<file path="src/rtl/core/iob_ram.sv">
// ----------------------------------------------------------------------------
// iob_ram: generic single-port-write ram with registered read
// One write and one read address per cycle, read data in the following cycle.
// ----------------------------------------------------------------------------
module iob_ram #(
	parameter int WIDTH = 8,
	parameter int DEPTH = 64
) (
	input  logic                     clk,
	input  logic                     we,
	input  logic [$clog2(DEPTH)-1:0] waddr,
	input  logic [WIDTH-1:0]         wdata,
	input  logic [$clog2(DEPTH)-1:0] raddr,
	output logic [WIDTH-1:0]         rdata
);

	logic [WIDTH-1:0] mem [DEPTH];

	always_ff @(posedge clk) begin
		if (we) begin
			mem[waddr] <= wdata;
		end
		rdata <= mem[raddr];
	end

endmodule

</file>
<file path="config.mk">
export PLATFORM = sky130hd
export DESIGN_NAME = iob_ram
export DESIGN_NICKNAME = d
export VERILOG_FILES = /design/src/rtl/core/iob_ram.sv
export SDC_FILE = /design/constraint.sdc
export NUM_CORES = 1
export LEC_CHECK = 0
export BUFFER_PORTS_ARGS = -buffer_cell sky130_fd_sc_hd__buf_2
export CAP_MARGIN = 10
export CORE_ASPECT_RATIO = 0.75
export CORE_UTILIZATION = 55
export DETAILED_ROUTE_END_ITERATION = 8
export PLACE_DENSITY_LB_ADDON = 0.1
export SLEW_MARGIN = 10
export SYNTH_ARGS = -nofsm -noshare
export SYNTH_HDL_FRONTEND = slang
export SYNTH_SLANG_ARGS = --single-unit
</file>
<file path="constraint.sdc">
create_clock -name clk -period 3 [get_ports clk]
set_input_delay 0.45 -clock clk [delete_from_list [all_inputs] [get_ports clk]]
set_output_delay 0.45 -clock clk [all_outputs]
set_load 0.02 [all_outputs]
</file>
== Yosys cells after proc, flatten, opt, wreduce, memory -nomap -nowiden ==
Memories as Yosys holds them, arrays and structs flattened. A register that Yosys moved wholly into a read port is not among the register bits.
Index checks and enable logic that the tools add are counted.
W data, S select, Z words.

* Mux-type cells: 2

{| class="wikitable"
|+ Operators by type and width
! cell !! count
|-
| $mux W1 || 2
|}

* Flip-flop bits (word level): 0
* Memory bits (writable): 512
* Output and inout bits: 8
* Bits of input ports: 22
* Memories: 1

{| class="wikitable"
|+ Memory list
! name !! depth !! bits a word !! rd ports !! clocked after memory_dff !! write ports !! line !! RTL
|-
| mem || 64 || 8 || 1 || 1 || 1 || 17 || <nowiki>logic [WIDTH-1:0] mem [DEPTH];</nowiki>
|}

== Logic depth before layout (Yosys ltp) ==
Gate-level depths: netlist of run 1.

* Depth in word-level cells: 2
* Mapped depth: 9
* Gate-level depth less buffers: 5

== Least setup slack after synthesis of run 1 ==
No wires, ideal clock.

* Path kind: input -> register
* Start point: in raddr[1]
* End point: reg rdata[3] (read register of mem)
* Library setup time: 128 ps
* Arrival: 1990 ps
* Cell stages on the path: 7
* Path slack: 882 ps
* Required time: 2872 ps
* Buffers on the path: 3
* Cells stage by stage: buf_4 -> buf_2 -> buf_2 -> mux4_2 -> mux4_2 -> o21ai_1 -> o41ai_1

{| class="wikitable"
|+ RTL lines
! element !! line !! RTL
|-
| start: declaration || 13 || <nowiki>input logic [$clog2(DEPTH)-1:0] raddr,</nowiki>
|-
| end: declaration || 14 || <nowiki>output logic [WIDTH-1:0] rdata</nowiki>
|}

==> results_dict.tcl, run 1 <==
set metrics [dict create \
    cts_setup_buffers 0 \
    hold_viol_final 0 \
    drc 0 \
    grt_pass1_wl_mm 66.9 \
    start_kind "input pin" \
    hpwl_mm 29.2 \
    io_pins 30 \
    netlist_area_mm2 0.0202 \
    worst_pin_slew_ns 0.820 \
    grt_max_degree 65 \
    drv_slew 0 \
    post_cts_resized 0 \
    dieWidth_um 223 \
    crit_chain "clkbuf_8 -> buf_4 -> mux4_2 -> nor2b_1 -> a2111oi_0 -> buf_4 -> o41ai_1" \
    cts.hold.buffers_added 0 \
    crit_buf_inv 3 \
    wl_met1_mm 19.8 \
    layout_common_cells "edfxtp_1 (512), mux4_2 (126), buf_4 (89), nor2_1 (83), clkbuf_16 (49)" \
    p_seq_share_pct 53.0 \
    clkSinkCount 520 \
    setup_viol 0 \
    place_ws_ns 0.389 \
    root_buffer "clkbuf_16" \
    final_area_mm2 0.0230 \
    die_height_um 168 \
    cp_data_arrival_time_ns 2.48 \
    finalSetupTns_ns 0 \
    power.total_uw 15200 \
    antenna_found_initial 2 \
    drv_cap 0 \
    status "completed" \
    wl_mm 44.9 \
    worstSetupPathType "input pin to flop" \
    die_area_mm2 0.0374 \
    global_route.overflow_total 0 \
    ys_seq_area_share_pct 77.0 \
    clockBufferDepth 3 \
    wl_met2_mm 20.6 \
    layout_commonest_cell "edfxtp_1" \
    p_switching_uw 3080 \
    slew_headroom_pct 45.1 \
    clock_latency_ns 0.57 \
    max_freq_mhz 490 \
    dr.pass1.iters 5 \
    postLayoutCoreUtil_pct 64.0 \
    clkPwrFrac_pct 41.9 \
    htreeDepth 2 \
    netlist_instances 940 \
    slowest_delay_ns 0.54 \
    met3_length_mm 3.61 \
    cpMostUsedCell "buf_4" \
    ys.flop_type "edfxtp_1" \
    critPathMaxFanout 22 \
    finClkSkew_ns 0.0199 \
    clk_pin_slew_ns 0.07 \
    synth_seq_cells 520 \
    internal-power_uw 12100 \
    min_path_type "input pin to flop" \
    rsz0062_at_grt "false" \
    p_per_area_mw_per_mm2 661 \
    comb_power_share_pct 5.1 \
    synth.avg_cell_area_um2 21.5 \
    cts_tree "built" \
    dr_total_vias 9871 \
    placed_cell_area_mm2 0.0214 \
    fillCellCount 2348 \
    syn2layout_area_growth_pct 14.1 \
    grt_pass1_vias 10100 \
    detail_route.wl_per_cell_um 28.8 \
    peakVddDrop_uv 538 \
    portBuffers 29 \
    num_rows 60 \
    gp_congestion 0.852 \
    numCtsBuffers 48 \
    fin_ws_ns 0.960 \
    min_period_over_period_pct 68.0 \
    critPathTopFamily "buffers and inverters" \
    ys_types 40 \
    multi_input_area_mm2 0.00432 \
    cp-end-kind "flop" \
    synth_enable_flop_cells 512 \
    grt.total_usage_pct 25.0 \
    p_leak_uw 0.00737 \
    area.sequential_mm2 0.0155 \
    swShare_pct 20.2 \
    drive_gt1_share_pct 30.2 \
    cp.required_ns 3.44 \
    syn_nets 962 \
    synthArstFlopShare_pct 0 \
    core_mm2 0.0360 \
    highest_layer "met4" \
    postRouteAntennaNets 0 \
    drt_iter0_drc 1078 \
    cp_slowest_cell "mux4_2" \
    start_util_pct 56.1 \
    nets 1082 \
    routed_via_density 6.32 \
    fin_crit_ns 2.04 \
    ys_warn_count 0 \
]
==> final cells by class <==
type	instances	area share (%)
Sequential cell	520	67.5
Multi-Input combinational cell	369	18.8
Clock buffer	60	5.55
Timing Repair Buffer	121	4.03
Tap cell	465	2.53
Clock inverter	25	1.58
Antenna cell	2	0.0218
==> worst reg2reg max path, cell delays in order, from the launching register on <==
cell	delay, ns
edfxtp_1	0.35
mux4_2	0.49
mux2_2	0.29
a221oi_1	0.56
o2bb2ai_1	0.16
==> worst paths after layout <==
check	from	end	cells after the start	slack, ns
max	raddr[0]	rdata[5]$_DFF_P_	7	0.96
min	raddr[5]	rdata[1]$_DFF_P_	3	0.35
max reg2reg	mem[47][2]$_DFFE_PP_	rdata[2]$_DFF_P_	4	1.00
min reg2reg	mem[30][4]$_DFFE_PP_	rdata[4]$_DFF_P_	3	0.86
==> layer usage <==
metal / GRT usage [%] / vias to the layer above
met5: 0 / -
met3: 5.60 / 66
met4: 6.93 / 0
li1: - / 4165
met2: 37.5 / 410
met1: 37.4 / 5230
==> Yosys cell counts, types with 3 or more instances <==
| cell | count | area (um2) |
|---|---|---|
| edfxtp_1 | 512 | 15400 |
| mux4_2 | 126 | 2840 |
| nor2_1 | 83 | 312 |
| mux2i_1 | 23 | 230 |
| nand2_1 | 19 | 71.3 |
| clkbuf_1 | 17 | 63.8 |
| nor2b_1 | 14 | 87.6 |
| buf_4 | 13 | 97.6 |
| mux2_2 | 13 | 146 |
| nand3_1 | 13 | 65.1 |
| buf_2 | 11 | 55.1 |
| dfxtp_1 | 8 | 160 |
| o221ai_1 | 8 | 70.1 |
| o22ai_1 | 8 | 50.1 |
| nand2b_1 | 7 | 43.8 |
| nor3_1 | 7 | 35.0 |
| a221oi_1 | 6 | 52.6 |
| a211oi_1 | 4 | 30.0 |
| buf_1 | 4 | 15.0 |
| buf_6 | 4 | 45.0 |
| a21oi_1 | 3 | 15.0 |
| a22oi_1 | 3 | 22.5 |
| nand3b_1 | 3 | 22.5 |
| o2111ai_1 | 3 | 26.3 |
| o2bb2ai_1 | 3 | 26.3 |
==> power groups by stage <==
stage	Combinational (uW)	Clock, uW	Sequential, uW
2_1_floorplan	429	0	8220
3_3_place_gp	758	0	8220
3_5_place_dp	779	0	8220
4_1_cts	781	6470	8060
5_1_grt	828	6740	8060
6_report	775	6370	8060
==> stage by stage <==
stage,hold WS (ns),instances
floorplan,0.549,940
global placement,0.807,1475
detailed placement,0.820,1475
CTS,0.312,1560
global route,0.340,1561
finish,0.345,1562
==> registers in the layout, indices dropped and copies added (netlist names) <==
| signal | flops |
|---|---|
| mem | 512 |
| rdata | 8 |
==> kinds of logic (layout without fill, tap and decap cells) <==
kind of cell	count (synthesis)	count (layout)	share of synthesized area [%]
flops	520	520	77.0
mux	162	162	15.9
simple gates	153	153	3.39
compound gates	54	54	2.07
buf+inv	51	206	1.57
other cells	0	2	0
No activity file was read; power rests on OpenSTA's default activity.
==> run 2: changes to the inputs <==
Settings changed: ABC_AREA set to 1.
Clock period 3 ns to 2.12 ns, I/O delays scaled along.
==> results_dict.tcl, run 2 <==
set metrics [dict create \
    status "completed" \
    critPathCapture "rdata[5]" \
    synth_area_leaders "edfxtp_1 (72%), nand2_1 (11%), nand3_1 (10%)" \
    cts_tree "built" \
    met2_usage_pct 39.5 \
    layout_common_cells "nand2_1 (648), edfxtp_1 (512), nand3_1 (439), buf_4 (95), nor2_1 (56)" \
    critPathTopFamily "flip-flops" \
    reg2reg_to "rdata[7]$_DFF_P_" \
    crit_chain "buf_2" \
    min_path_type "input pin to flop" \
    io_pins 30 \
    gp_congestion 0.907 \
    die_area_mm2 0.0396 \
    wl_mm 53.9 \
    netlist_instances 1805 \
    routed_via_density 5.74 \
    grt_pass1_wl_mm 82.2 \
    clk_pin_slew_ns 0.06 \
    die_height_um 173 \
    postRouteAntennaNets 0 \
    internal-power_uw 16200 \
    r2r_cells 8 \
    numCtsBuffers 49 \
    swShare_pct 22.5 \
    cp-end-kind "primary output" \
    synth_most_common_cell "nand2_1" \
    finalSetupTns_ns 0 \
    layout_commonest_cell "nand2_1" \
    global_route.overflow_total 0 \
    clkSinkCount 520 \
    detail_route.wl_per_cell_um 22.2 \
    fin_crit_ns 1.54 \
    synth_top_cell_area_share_pct 72.0 \
    nets 1908 \
    dpl.cell_count 2347 \
    p_leak_uw 0.00874 \
    dieWidth_um 229 \
    setup_viol 0 \
    cp.required_ns 1.80 \
    syn_nets 1827 \
    synth.avg_cell_area_um2 11.8 \
    crit_buf_inv 1 \
    largest_register_ffs 512 \
    slew_headroom_pct 45.5 \
    grt_max_degree 81 \
    p_switching_uw 4710 \
    start_kind "flop" \
    drc 0 \
    busiest_layer "met1" \
    syn2layout_area_growth_pct 11.9 \
    ys_types 16 \
    drt_iter0_drc 1698 \
    cp_data_arrival_time_ns 1.22 \
    ys_warn_count 0 \
    synthArstFlopShare_pct 0 \
    post_cts_resized 0 \
    rsz0062_at_grt "false" \
    fin_cells 2429 \
    htreeDepth 2 \
    worst_pin_slew_ns 0.817 \
    slowest_delay_ns 0.44 \
    portBuffers 29 \
    antenna_cells 0 \
    hpwl_mm 31.7 \
    critPathMaxFanout 1 \
    grt_use_met3_pct 4.68 \
    ys.flop_type "edfxtp_1" \
    p_seq_share_pct 54.6 \
    fin_ws_ns 0.578 \
    crit_start "rdata[5]$_DFF_P_" \
    drv_cap 0 \
    clkPwrFrac_pct 38.5 \
    antenna_found_initial 0 \
    ys_seq_area_share_pct 72.8 \
    peakVddDrop_uv 907 \
    clockBufferDepth 3 \
    cp_slowest_cell "dfxtp_1" \
    drive_gt1_share_pct 11.0 \
    global_route.usage.met1_pct 44.8 \
    max_freq_mhz 649 \
    min_period_over_period_pct 72.7 \
    start_util_pct 55.8 \
    reg2reg_slack_ns 0.72 \
    reg2reg_from "mem[39][7]$_DFFE_PP_" \
    core_mm2 0.0382 \
    cts_setup_buffers 0 \
    worstSetupPathType "flop to primary output" \
    clock_latency_ns 0.57 \
    netlist_area_mm2 0.0213 \
    grt_pass1_vias 12900 \
    critical_path_depth 1 \
    grt.total_usage_pct 27.7 \
    drv_slew 0 \
    dr.pass1.iters 5 \
    hold_viol_final 0 \
    yosysTopAreaCell "edfxtp_1" \
    synth_enable_flop_cells 512 \
    finClkSkew_ns 0.0171 \
    root_buffer "clkbuf_16" \
    synth_seq_cells 520 \
    cts.hold.buffers_added 0 \
    synthTopCellsByCount "nand2_1 (648), edfxtp_1 (512), nand3_1 (439), nor2_1 (56), buf_2 (37)" \
    place_ws_ns 0.138 \
    largest-register "mem" \
    top_regs "mem: 512 flops, rdata: 8 flops" \
    num_rows 62 \
    comb_power_share_pct 6.9 \
    power.total_uw 20900 \
    p_per_area_mw_per_mm2 876 \
    dr_total_vias 13900 \
]
==> run 2: how the worst min path moves through the flow <==
| stage | start | end | depth (start not counted) |
|---|---|---|---|
| floorplan | wdata[0] | mem[0][0]$_DFFE_PP_ | 0 |
| global placement | raddr[5] | rdata[1]$_DFF_P_ | 3 |
| detailed placement | raddr[5] | rdata[1]$_DFF_P_ | 3 |
| CTS | raddr[5] | rdata[1]$_DFF_P_ | 3 |
| global route | raddr[5] | rdata[1]$_DFF_P_ | 3 |
| finish | raddr[5] | rdata[1]$_DFF_P_ | 3 |
==> run 2: layout make-up <==
type | instances | area (um2)
repair buffers | 143 | 1260
clock buffers | 54 | 1240
well taps | 512 | 641
clock inverters | 28 | 181
multi-input cells | 1160 | 4950
flip-flops and latches | 520 | 15500
fillers | 3051 | 14400
inverters | 12 | 52.6
==> run 2: cell families after synthesis <==
family / after synthesis / share of synthesized area [%]
simple gates: 1160 / 23.2
flops: 520 / 72.8
buf+inv: 125 / 4.02
==> run 2: power groups by stage <==
stage	Clock (uW)	Sequential, uW	Combinational, uW
global placement	0	11600	1400
CTS	8170	11400	1420
detailed placement	0	11600	1420
floorplan	0	11600	800
global route	8540	11400	1560
finish	8060	11400	1430
==> run 2: layer usage <==
| layer | up-vias | share of wire, % |
|---|---|---|
| li1 | 6502 | - |
| met1 | 6774 | 46 |
| met4 | 0 | 1.8 |
| met5 | - | 0 |
| met3 | 67 | 8.8 |
| met2 | 600 | 43 |
==> run 2: per-stage QoR <==
step	hold WS, ns	area (um2)	utilization, %
floorplan	0.417	21300	-
global placement	0.729	22400	58.7
detailed placement	0.725	22400	58.7
CTS	0.126	23900	62.4
global route	0.134	23900	62.4
finish	0.153	23900	62.4
